**src/sv/dtsp_pkg.sv**
```systemverilog
// Shared types and constants for the DER TLV stream parser.
package dtsp_pkg;

  // Field widths.
  localparam int unsigned BYTE_W = 8;
  localparam int unsigned LEN_W  = 32;
  localparam int unsigned HDR_W  = 3;
  localparam int unsigned KIND_W = 2;
  localparam int unsigned ERR_W  = 3;
  localparam int unsigned LBL_W  = 3;
  localparam int unsigned CNT_W  = 7;

  // Encoding constants.
  localparam logic [BYTE_W-1:0] TAG_MULTI_MASK = 8'h1F;
  localparam logic [BYTE_W-1:0] LEN_LONG_BIT   = 8'h80;
  localparam logic [CNT_W-1:0]  LEN_COUNT_MASK = 7'h7F;
  localparam logic [CNT_W-1:0]  MAX_LEN_BYTES  = 7'd4;
  localparam logic [HDR_W-1:0]  HDR_SHORT      = 3'd2;
  localparam logic [HDR_W-1:0]  HDR_TAG_ONLY   = 3'd1;

  // Result kinds.
  localparam logic [KIND_W-1:0] KIND_HEADER  = 2'd0;
  localparam logic [KIND_W-1:0] KIND_CONTENT = 2'd1;
  localparam logic [KIND_W-1:0] KIND_ERROR   = 2'd2;

  // Error codes.
  localparam logic [ERR_W-1:0] ERR_NONE       = 3'd0;
  localparam logic [ERR_W-1:0] ERR_SHORT      = 3'd1;
  localparam logic [ERR_W-1:0] ERR_MULTI_TAG  = 3'd2;
  localparam logic [ERR_W-1:0] ERR_INDEFINITE = 3'd3;
  localparam logic [ERR_W-1:0] ERR_LEN_LONG   = 3'd4;
  localparam logic [ERR_W-1:0] ERR_OVERRUN    = 3'd5;

  // Parser phase.
  typedef enum logic [2:0] {
    PH_IDLE,
    PH_TAG,
    PH_LEN,
    PH_LENX,
    PH_CONTENT,
    PH_DROP
  } phase_t;

  // One result beat.
  typedef struct packed {
    logic [KIND_W-1:0] kind;
    logic [BYTE_W-1:0] tag;
    logic [LEN_W-1:0]  content_length;
    logic [HDR_W-1:0]  header_length;
    logic [BYTE_W-1:0] content_byte;
    logic              content_last;
    logic              buffer_end;
    logic [ERR_W-1:0]  error_code;
  } result_t;

  // One input beat.
  typedef struct packed {
    logic [BYTE_W-1:0] data_byte;
    logic              first_byte;
    logic [LEN_W-1:0]  buffer_length;
  } beat_t;

endpackage

```
**src/sv/dtsp_core.sv**
```systemverilog
// Parser state registers and the per-byte step logic.
module dtsp_core
  import dtsp_pkg::*;
(
  input  logic    clk,
  input  logic    rst_n,
  input  logic    step_en,
  input  beat_t   beat,
  output logic    res_valid,
  output result_t res
);

  phase_t            phase_r, phase_nxt;
  logic [LEN_W-1:0]  rem_r, rem_nxt;
  logic [BYTE_W-1:0] tag_r, tag_nxt;
  logic [LEN_W-1:0]  acc_r, acc_nxt;
  logic [LBL_W-1:0]  lbl_r, lbl_nxt;
  logic [HDR_W-1:0]  hdr_r, hdr_nxt;
  logic [LEN_W-1:0]  cl_r, cl_nxt;

  phase_t            ph_eff;
  logic [LEN_W-1:0]  rem_eff;
  logic [LEN_W-1:0]  after;
  logic              bend;
  logic              active;
  logic              hdr_done;
  logic [ERR_W-1:0]  err;
  logic [CNT_W-1:0]  cnt;
  logic [BYTE_W-1:0] b;

  assign b   = beat.data_byte;
  assign cnt = b[CNT_W-1:0] & LEN_COUNT_MASK;

  // Step logic: one byte updates the state and yields at most one result.
  always_comb begin
    ph_eff    = phase_r;
    rem_eff   = rem_r;
    tag_nxt   = tag_r;
    acc_nxt   = acc_r;
    lbl_nxt   = lbl_r;
    hdr_nxt   = hdr_r;
    cl_nxt    = cl_r;
    phase_nxt = phase_r;
    rem_nxt   = rem_r;
    hdr_done  = 1'b0;
    err       = ERR_NONE;
    res_valid = 1'b0;
    res       = '0;

    // A first byte restarts the parser with a fresh buffer count.
    if (beat.first_byte) begin
      ph_eff    = PH_TAG;
      rem_eff   = beat.buffer_length;
      tag_nxt   = '0;
      acc_nxt   = '0;
      lbl_nxt   = '0;
      hdr_nxt   = '0;
      cl_nxt    = '0;
      phase_nxt = PH_TAG;
    end

    active = (ph_eff == PH_TAG) || (ph_eff == PH_LEN) ||
             (ph_eff == PH_LENX) || (ph_eff == PH_CONTENT);
    after  = (rem_eff != '0) ? rem_eff - LEN_W'(1) : '0;
    bend   = (rem_eff <= LEN_W'(1));

    unique case (ph_eff) inside
      PH_TAG: begin
        tag_nxt = b;
        hdr_nxt = HDR_TAG_ONLY;
        acc_nxt = '0;
        lbl_nxt = '0;
        cl_nxt  = '0;
        if (rem_eff < LEN_W'(2)) begin
          err = ERR_SHORT;
        end else if ((b & TAG_MULTI_MASK) == TAG_MULTI_MASK) begin
          err = ERR_MULTI_TAG;
        end else begin
          phase_nxt = PH_LEN;
        end
      end
      PH_LEN: begin
        hdr_nxt = HDR_SHORT;
        if (b < LEN_LONG_BIT) begin
          acc_nxt  = LEN_W'(b);
          hdr_done = 1'b1;
        end else if (b == LEN_LONG_BIT) begin
          err = ERR_INDEFINITE;
        end else if (cnt > MAX_LEN_BYTES) begin
          err = ERR_LEN_LONG;
        end else if (LEN_W'(cnt) > after) begin
          err = ERR_SHORT;
        end else begin
          lbl_nxt   = LBL_W'(cnt);
          acc_nxt   = '0;
          phase_nxt = PH_LENX;
        end
      end
      PH_LENX: begin
        acc_nxt = {acc_r[LEN_W-BYTE_W-1:0], b};
        hdr_nxt = hdr_r + HDR_W'(1);
        lbl_nxt = (lbl_r != '0) ? lbl_r - LBL_W'(1) : '0;
        if (lbl_nxt == '0) begin
          hdr_done = 1'b1;
        end
      end
      PH_CONTENT: begin
        cl_nxt                 = (cl_r != '0) ? cl_r - LEN_W'(1) : '0;
        res_valid              = 1'b1;
        res.kind               = KIND_CONTENT;
        res.tag                = tag_r;
        res.content_length     = acc_r;
        res.header_length      = hdr_r;
        res.content_byte       = b;
        res.content_last       = (cl_nxt == '0);
        res.buffer_end         = bend;
        if (cl_nxt == '0) begin
          phase_nxt = PH_TAG;
        end
      end
      PH_IDLE, PH_DROP: begin
      end
      default: begin
      end
    endcase

    // Header complete: check that the content fits in the rest of the buffer.
    if (hdr_done) begin
      if (acc_nxt > after) begin
        err = ERR_OVERRUN;
      end else begin
        res_valid          = 1'b1;
        res.kind           = KIND_HEADER;
        res.tag            = tag_nxt;
        res.content_length = acc_nxt;
        res.header_length  = hdr_nxt;
        res.buffer_end     = bend;
        cl_nxt             = acc_nxt;
        phase_nxt          = (acc_nxt != '0) ? PH_CONTENT : PH_TAG;
      end
    end

    // Any fault gives one error beat and drops the rest of the buffer.
    if (err != ERR_NONE) begin
      res_valid  = 1'b1;
      res        = '0;
      res.kind   = KIND_ERROR;
      res.tag    = tag_nxt;
      res.buffer_end = bend;
      res.error_code = err;
      if (err == ERR_OVERRUN) begin
        res.content_length = acc_nxt;
        res.header_length  = hdr_nxt;
      end
      phase_nxt = PH_DROP;
    end

    // Count the byte off the buffer; the last byte ends it.
    if (active) begin
      rem_nxt = after;
      if (after == '0) begin
        phase_nxt = PH_IDLE;
      end
    end else begin
      res_valid = 1'b0;
    end
  end

  // State registers.
  always_ff @(posedge clk) begin
    if (!rst_n) begin
      phase_r <= PH_IDLE;
      rem_r   <= '0;
      tag_r   <= '0;
      acc_r   <= '0;
      lbl_r   <= '0;
      hdr_r   <= '0;
      cl_r    <= '0;
    end else if (step_en) begin
      phase_r <= phase_nxt;
      rem_r   <= rem_nxt;
      tag_r   <= tag_nxt;
      acc_r   <= acc_nxt;
      lbl_r   <= lbl_nxt;
      hdr_r   <= hdr_nxt;
      cl_r    <= cl_nxt;
    end
  end

endmodule

```
**src/sv/der_tlv_stream_parser.sv**
```systemverilog
// Top level of the DER TLV stream parser: input register, step logic, result register.
// A byte accepted into the input register steps into the result register, which
// shows its result beat; bytes that give no result simply pass through the input register.
// Throughput: one byte per cycle, limited only by out_ready through the result register.
// Reset (rst_n low, synchronous) empties both registers and returns the parser to idle,
// where it waits for a byte with first_byte set.
module der_tlv_stream_parser
  import dtsp_pkg::*;
(
  input  logic              clk,
  input  logic              rst_n,
  input  logic              in_valid,
  output logic              in_ready,
  input  logic [BYTE_W-1:0] in_data_byte,
  input  logic              in_first_byte,
  input  logic [LEN_W-1:0]  in_buffer_length,
  output logic              out_valid,
  input  logic              out_ready,
  output logic [KIND_W-1:0] out_kind,
  output logic [BYTE_W-1:0] out_tag,
  output logic [LEN_W-1:0]  out_content_length,
  output logic [HDR_W-1:0]  out_header_length,
  output logic [BYTE_W-1:0] out_content_byte,
  output logic              out_content_last,
  output logic              out_buffer_end,
  output logic [ERR_W-1:0]  out_error_code
);

  logic    in_valid_r;
  beat_t   in_beat_r;
  logic    out_valid_r;
  result_t out_res_r;
  logic    advance;
  logic    res_valid;
  result_t res;

  // The held byte steps once the result register can take its beat.
  assign advance  = in_valid_r && (!out_valid_r || out_ready);
  assign in_ready = !in_valid_r || advance;

  // Input register.
  always_ff @(posedge clk) begin
    if (!rst_n) begin
      in_valid_r <= 1'b0;
    end else if (in_ready) begin
      in_valid_r <= in_valid;
    end
  end

  always_ff @(posedge clk) begin
    if (in_valid && in_ready) begin
      in_beat_r <= '{data_byte: in_data_byte, first_byte: in_first_byte,
                     buffer_length: in_buffer_length};
    end
  end

  // Step logic and parser state.
  dtsp_core u_core (
    .clk       (clk),
    .rst_n     (rst_n),
    .step_en   (advance),
    .beat      (in_beat_r),
    .res_valid (res_valid),
    .res       (res)
  );

  // Result register.
  always_ff @(posedge clk) begin
    if (!rst_n) begin
      out_valid_r <= 1'b0;
    end else if (advance) begin
      out_valid_r <= res_valid;
    end else if (out_ready) begin
      out_valid_r <= 1'b0;
    end
  end

  always_ff @(posedge clk) begin
    if (advance && res_valid) begin
      out_res_r <= res;
    end
  end

  assign out_valid          = out_valid_r;
  assign out_kind           = out_res_r.kind;
  assign out_tag            = out_res_r.tag;
  assign out_content_length = out_res_r.content_length;
  assign out_header_length  = out_res_r.header_length;
  assign out_content_byte   = out_res_r.content_byte;
  assign out_content_last   = out_res_r.content_last;
  assign out_buffer_end     = out_res_r.buffer_end;
  assign out_error_code     = out_res_r.error_code;

endmodule
```
**config.mk**
```make
export PLATFORM = sky130hd
export DESIGN_NAME = der_tlv_stream_parser
export DESIGN_NICKNAME = d
export VERILOG_FILES = /design/src/sv/dtsp_pkg.sv /design/src/sv/dtsp_core.sv /design/src/sv/der_tlv_stream_parser.sv
export SDC_FILE = /design/constraint.sdc
export NUM_CORES = 1
export LEC_CHECK = 0
export BUFFER_PORTS_ARGS = -buffer_cell sky130_fd_sc_hd__buf_4
export CORE_MARGIN = 8
export CORE_UTILIZATION = 27
export DETAILED_ROUTE_END_ITERATION = 6
export GPL_TIMING_DRIVEN = 0
export SYNTH_ARGS = -nofsm -noshare
export SYNTH_HDL_FRONTEND = slang
export SYNTH_SLANG_ARGS = --single-unit
```
**constraint.sdc**
```tcl
create_clock -name clk -period 9.85 [get_ports clk]
set_input_delay 2.4625 -clock clk [delete_from_list [all_inputs] [get_ports clk]]
set_output_delay 2.4625 -clock clk [all_outputs]
set_load 0.01 [all_outputs]
```
==> out/qor.txt, run 1 <==
Cells after Synth = 1443
Primary FF master, synth = dfxtp_1
Skew-Pair Late Insertion Delay = 570 ps
via count = 12260
final instance area = 15280 µm²
grt total ovfl = 0
Yosys cell types = 81
Setup TNS Final = 0 ps
Hold Violations, Final = 0
Clock Skew = 32.35 ps
final critical-path required period = 9284 ps
Die ar. = 54660 µm²
DRT iter0 DRCs = 1256
Synth warnings = 0
crit path max fanout = 34
clock sinks = 214
Post-synth EDFFs = 99
GRT Total Usage = 17.06%
max_slew headroom = 6.129%
FF+latch count, synth = 214
Crit-path slowest cell = mux2_2
leak pwr = 5.651 nW
Post-DP Area = 14410 µm²
I/O Pins = 105
Worst path max stage delay = 430 ps
Worst setup SP type = flip-flop
crit end category = flip-flop
flop2flop setup slack = 570 ps
RR Endpoint = out_content_length[16]
Cell Pwr Density = 147.9 nW/µm²
fmax = 0.1077 GHz
Antenna diodes = 0
Die X = 233.8 µm
Setup WS post-layout = 565.7 ps
max cap viols = 0
worst hold margin = 475.5 ps
largest net degree at the start of global routing = 40
Tcrit/Tclk final = 94.26%
WHS Endpoint = u_core.tag_r[2]
hold crit path type = flip-flop to flip-flop
Hold Path Depth = 2
Routed WL = 48.28 mm
height of the chip = 233.8 µm
hold_sp = u_core.tag_r[2]
CTS buffer count = 25
gpl congestion = 0.9605
Post-DP HPWL = 36.59 mm
hold buffers post-CTS = 0
CP Class = flip-flop to flip-flop
first-pass GRT wire length = 72.08 mm
Core Area = 47250 µm²
count of final max-slew check failures = 0
post-synthesis sequential area ratio = 41.19%
crit path DAT = 9600 ps
status = finished, final reports clean
crit path launch = in_beat_r[32]
RSZ-0062 raised after global routing = no
Max Root-Sink Buffers = 3
DRT Pass-1 Iters = 6
cells on worst reg2reg path = 39
via/cell ratio = 5.542
number of global-route vias before repair = 11700
Synth Cell Area = 12810 µm²
share of layout cells above drive strength 1 = 13.83%
Post-Place Worst Slack = -1035 ps
root buffer cell = clkbuf_16
nets = 1668
CTS HTree Levels = 1
Peak supply drop = 135.7 µV
Layout Area Growth over Synthesis = 19.29%
Filler Cell Count = 4994
post-route ant nets = 0
Post-Syn Nets = 1532
# port buffers = 104
initial core utilization = 27.11%
final setup fails = 0
drt wl/cell = 21.82 µm
CP dominant cell by count = buf_2
reg-to-reg startpoint = in_beat_r[32]
CTS tree = yes
final core utilization = 32.34%
required time worst endpoint = 10170 ps
asr flop ratio synth = 0%
row cnt = 80
clock transition at the registers of the reported paths = 60 ps
# DRC = 0
initial antenna violation count = 0
worst-margin pin slew = 1403 ps
mean area per synthesized cell = 8.875 µm²
==> stage by stage <==
stage | cells | total power, mW
after floorplan | 1443 | 1.220
after global placement | 2162 | 1.335
after detailed placement | 2164 | 1.341
after CTS | 2213 | 2.269
after global routing | 2213 | 2.343
final | 2213 | 2.259
==> critical path: cells and delay by family (launching register included) <==
kind | cells | cell delay (ps)
mux | 1 | 430
compound gates | 14 | 2660
fa+ha+maj | 3 | 620
flops | 1 | 420
simple gates | 6 | 1390
buf+inv | 15 | 3510
==> state kept, by name, indices dropped and copies added (netlist names) <==
register and flops:
u_core.tag_r 8, in_beat_r 41, out_valid 1, out_buffer_end 1, out_content_byte 8, u_core.acc_r 32, out_error_code 3, u_core.lbl_r 3
out_tag 8, u_core.rem_r 32, out_kind 2, u_core.phase_r 3, u_core.hdr_r 3, out_header_length 3, u_core.cl_r 32, in_valid_r 1
out_content_length 32, out_content_last 1
==> metal layers <==
metal,track usage [%],vias to the layer above,part of all wire [%]
met5,0,-,0
met4,7.080,0,4.3
met3,4.427,106,9.0
met2,25.74,582,43
met1,22.90,5893,44
li1,-,5683,-
==> cells by family (layout without fill, tap and decap cells) <==
family / Yosys count / after routing / synth area share, %
and+or+nand+nor: 542 / 542 / 21.02
AOI/OAI and AO/OA: 440 / 441 / 23.56
DFF: 214 / 214 / 41.19
buffers and inverters: 122 / 276 / 3.996
adders and majority gates: 44 / 44 / 4.299
xor gates and xnor gates: 44 / 44 / 3.009
muxes: 37 / 37 / 2.921
==> cell usage after synthesis, drive strengths merged, types with 23 or more instances <==
master  number  area share [%]
nor4        23             1.3
mux2i       34             2.7
nor3        48             1.9
nand3       29             1.1
a21oi      110             4.3
edfxtp      99              23
o21ai      105             4.1
ha          44             4.3
clkbuf      74             2.2
nand2      132             3.9
nor2       163             4.8
xnor2       28             1.9
a22o        55             3.8
dfxtp      115              18
inv         27            0.79
==> final cells by class <==
| cell class | count | area (µm²) | share of cell area, % |
|---|---|---|---|
| Tap cell | 615 | 769.5 | 5.037 |
| Multi-Input combinational cell | 1108 | 7071 | 46.28 |
| Clock buffer | 30 | 654.4 | 4.283 |
| Clock inverter | 16 | 147.6 | 0.9664 |
| Sequential cell | 214 | 5275 | 34.53 |
| Inverter | 27 | 101.3 | 0.6634 |
| Timing Repair Buffer | 109 | 843.3 | 5.520 |
| Buffer | 94 | 415.4 | 2.719 |
==> what timing repair did <==
action / in CTS / in global routing
pin swaps: 1 / 0
setup endpoints to repair: 97 / 95
gates resized for setup: 6 / 4
setup buffers: 3 / 0
gates cloned: 1 / 0
==> power by group <==
part / total (mW) / switching (mW) / leakage (nW) / internal, mW
registers: 0.993 / 0.0381 / 1.82 / 0.955
logic: 0.341 / 0.215 / 3.44 / 0.127
clock network: 0.925 / 0.396 / 0.390 / 0.528
==> cell usage in the layout, fill, tap and decap left out, types with 48 or more instances in the layout <==
master	Yosys	layout
o21ai_0	91	91
nor3_1	48	48
a21oi_1	110	108
edfxtp_1	99	99
a22o_1	52	52
dfxtp_1	115	115
clkbuf_1	73	73
buf_4	2	109
nand2_1	132	132
nor2_1	163	163
==> how the worst max path moves through the flow <==
stage	endpoint	slack [ps]	cells after the start
floorplan	out_buffer_end	740	37
global route	out_content_length[28]	20	39
finish	out_content_length[16]	570	39
detailed placement	out_content_length[28]	-1040	39
CTS	out_content_length[22]	340	39
global placement	out_kind[0]	-2320	38
No activity file was read; power rests on OpenSTA's default activity.
==> run 2, diff against run 1 <==
--- a/config.mk
+++ b/config.mk
@@ -7,9 +7,10 @@
 export LEC_CHECK = 0
 export BUFFER_PORTS_ARGS = -buffer_cell sky130_fd_sc_hd__buf_4
 export CORE_MARGIN = 8
-export CORE_UTILIZATION = 27
+export CORE_UTILIZATION = 55
 export DETAILED_ROUTE_END_ITERATION = 6
 export GPL_TIMING_DRIVEN = 0
+export PLACE_DENSITY = 0.77
 export SYNTH_ARGS = -nofsm -noshare
 export SYNTH_HDL_FRONTEND = slang
 export SYNTH_SLANG_ARGS = --single-unit
==> out/qor.txt, run 2 (same netlist as run 1, synthesis figures left out) <==
Worst setup SP type = flip-flop
crit end category = flip-flop
Layout Area Growth over Synthesis = 16.60%
CTS HTree Levels = 1 (unchanged)
Setup WS post-layout = 474.9 ps (-90.88 ps)
reg-to-reg startpoint = in_beat_r[32]
crit path DAT = 9670 ps (+70 ps)
Post-DP Area = 14020 µm² (-2.7%)
gpl congestion = 0.9581 (-0.25%)
initial core utilization = 55.22% (+28 points)
leak pwr = 5.665 nW (+0.24%)
CTS buffer count = 24 (-4.0%)
first-pass GRT wire length = 68.25 mm (-5.3%)
largest net degree at the start of global routing = 42 (+5.0%)
count of final max-slew check failures = 0 (unchanged)
grt total ovfl = 0 (unchanged)
Placed Cells = 1867 (-14%)
root buffer cell = clkbuf_16
most frequent cells in the layout = nor2_1, nand2_1, dfxtp_1
Max Root-Sink Buffers = 3 (unchanged)
commonest non-fill, non-tap cell in the layout = nor2_1
hold crit path type = flip-flop to flip-flop
crit path launch = in_beat_r[32]
DRT iter0 DRCs = 1534 (+22%)
Setup TNS Final = 0 ps (unchanged)
Filler Cell Count = 1980 (-60%)
status = finished, final reports clean
CTS tree = yes
final critical-path required period = 9375 ps (+90.88 ps)
max_slew headroom = 12.06% (+5.9 points)
required time worst endpoint = 10140 ps (-30 ps)
Routed WL = 44.45 mm (-7.9%)
clock transition at the registers of the reported paths = 60 ps (about the same)
number of global-route vias before repair = 11740 (+0.29%)
final core utilization = 64.39% (+32 points)
Worst path max stage delay = 570 ps (+140 ps)
via/cell ratio = 6.551 (+18%)
# port buffers = 104 (unchanged)
Die X = 168.6 µm (-28%)
Peak supply drop = 135.9 µV (+0.16%)
Skew-Pair Late Insertion Delay = 550 ps (-20 ps)
share of layout cells above drive strength 1 = 13.84% (about the same)
Cell Pwr Density = 152.5 nW/µm² (+3.1%)
max cap viols = 0 (unchanged)
fmax = 0.1067 GHz (-0.97%)
Antenna diodes = 0 (unchanged)
via count = 12550 (+2.3%)
crit path max fanout = 34 (unchanged)
Hold Violations, Final = 0 (unchanged)
height of the chip = 168.6 µm (-28%)
initial antenna violation count = 0 (unchanged)
hold_sp = u_core.tag_r[1]
Die ar. = 28420 µm² (-48%)
# DRC = 0 (unchanged)
CP Class = flip-flop to flip-flop
final instance area = 14930 µm² (-2.3%)
GRT Total Usage = 30.51% (+13 points)
Layout Cells excl Fill = 1916 (-13%)
Crit-path slowest cell = edfxtp_1
post-route ant nets = 0 (unchanged)
CP dominant cell by count = buf_2
largest reg by FF count = in_beat_r
Post-DP HPWL = 33.06 mm (-9.7%)
Clock Skew = 30.53 ps (-1.822 ps)
Tcrit/Tclk final = 95.18% (+0.92 points)
I/O Pins = 105 (unchanged)
Largest register FFs = 41 (unchanged)
nets = 1668 (unchanged)
Post-Place Worst Slack = -1144 ps (-108.3 ps)
hold buffers post-CTS = 0 (unchanged)
drt wl/cell = 23.20 µm (+6.3%)
worst-margin pin slew = 1314 ps (-88.58 ps)
worst hold margin = 473.9 ps (-1.628 ps)
DRT Pass-1 Iters = 6 (unchanged)
clock sinks = 214 (unchanged)
row cnt = 56 (-30%)
final setup fails = 0 (unchanged)
total chip power = 2.277 mW (+0.77%)
Core Area = 23190 µm² (-51%)
[run 2: changes by cell type in the layout (fill, tap and decap cells not counted), moves of 2 or more]
| cell | delta |
|---|---|
| buf_4 | +2 |
| bufinv_16 | +2 |
| clkbuf_1 | +2 |
| clkinv_1 | -2 |
| clkinv_2 | -2 |
| clkinvlp_4 | -2 |
[run 2: routing by layer]
layer  GRT usage [%]  share of wire, %
met5               0                 0
met4           17.66               6.3
met3           4.100               9.0
met2           48.39                45
met1           39.55                40
[run 2: power by group]
group | switching [mW] | internal, mW
combinational | 0.213 | 0.127
sequential | 0.0396 | 0.955
clock | 0.372 | 0.571
[run 2: final timing paths]
check                          to  slack, ps  cells past startpoint
setup / recovery      out_kind[0]        470                     38
hold / removal    u_core.tag_r[1]        470                      2
setup reg to reg      out_kind[0]        470                     38
hold reg to reg   u_core.tag_r[1]        470                      2
[run 2: timing repair]
item                                    CTS  global route
cloned                                    1             0
resized for setup                         5             8
endpoints found under the setup margin  102           100
pin swaps                                 1             0
setup buffers                             2             3
[run 2: final cells by class]
type / count / area, µm² / area share, %
timing repair buffer: 110 / 838.3 / 5.614
inverter: 27 / 101.3 / 0.6787
clock buffer: 31 / 648.1 / 4.340
tap: 319 / 399.1 / 2.673
clock inverter: 13 / 177.7 / 1.190
sequential: 214 / 5275 / 35.32
multi-input combinational: 1108 / 7076 / 47.38
buffer: 94 / 417.9 / 2.798
[run 2: worst max-delay path: cells and delay by family (launching register included)]
family	cells	cell delay (ps)
AND/OR/NAND/NOR	6	1360
AO/OA/AOI/OAI	13	2580
flip-flops	1	570
buffers and inverters	15	3450
adder cells (fa/ha/maj)	3	730
multiplexers	1	420
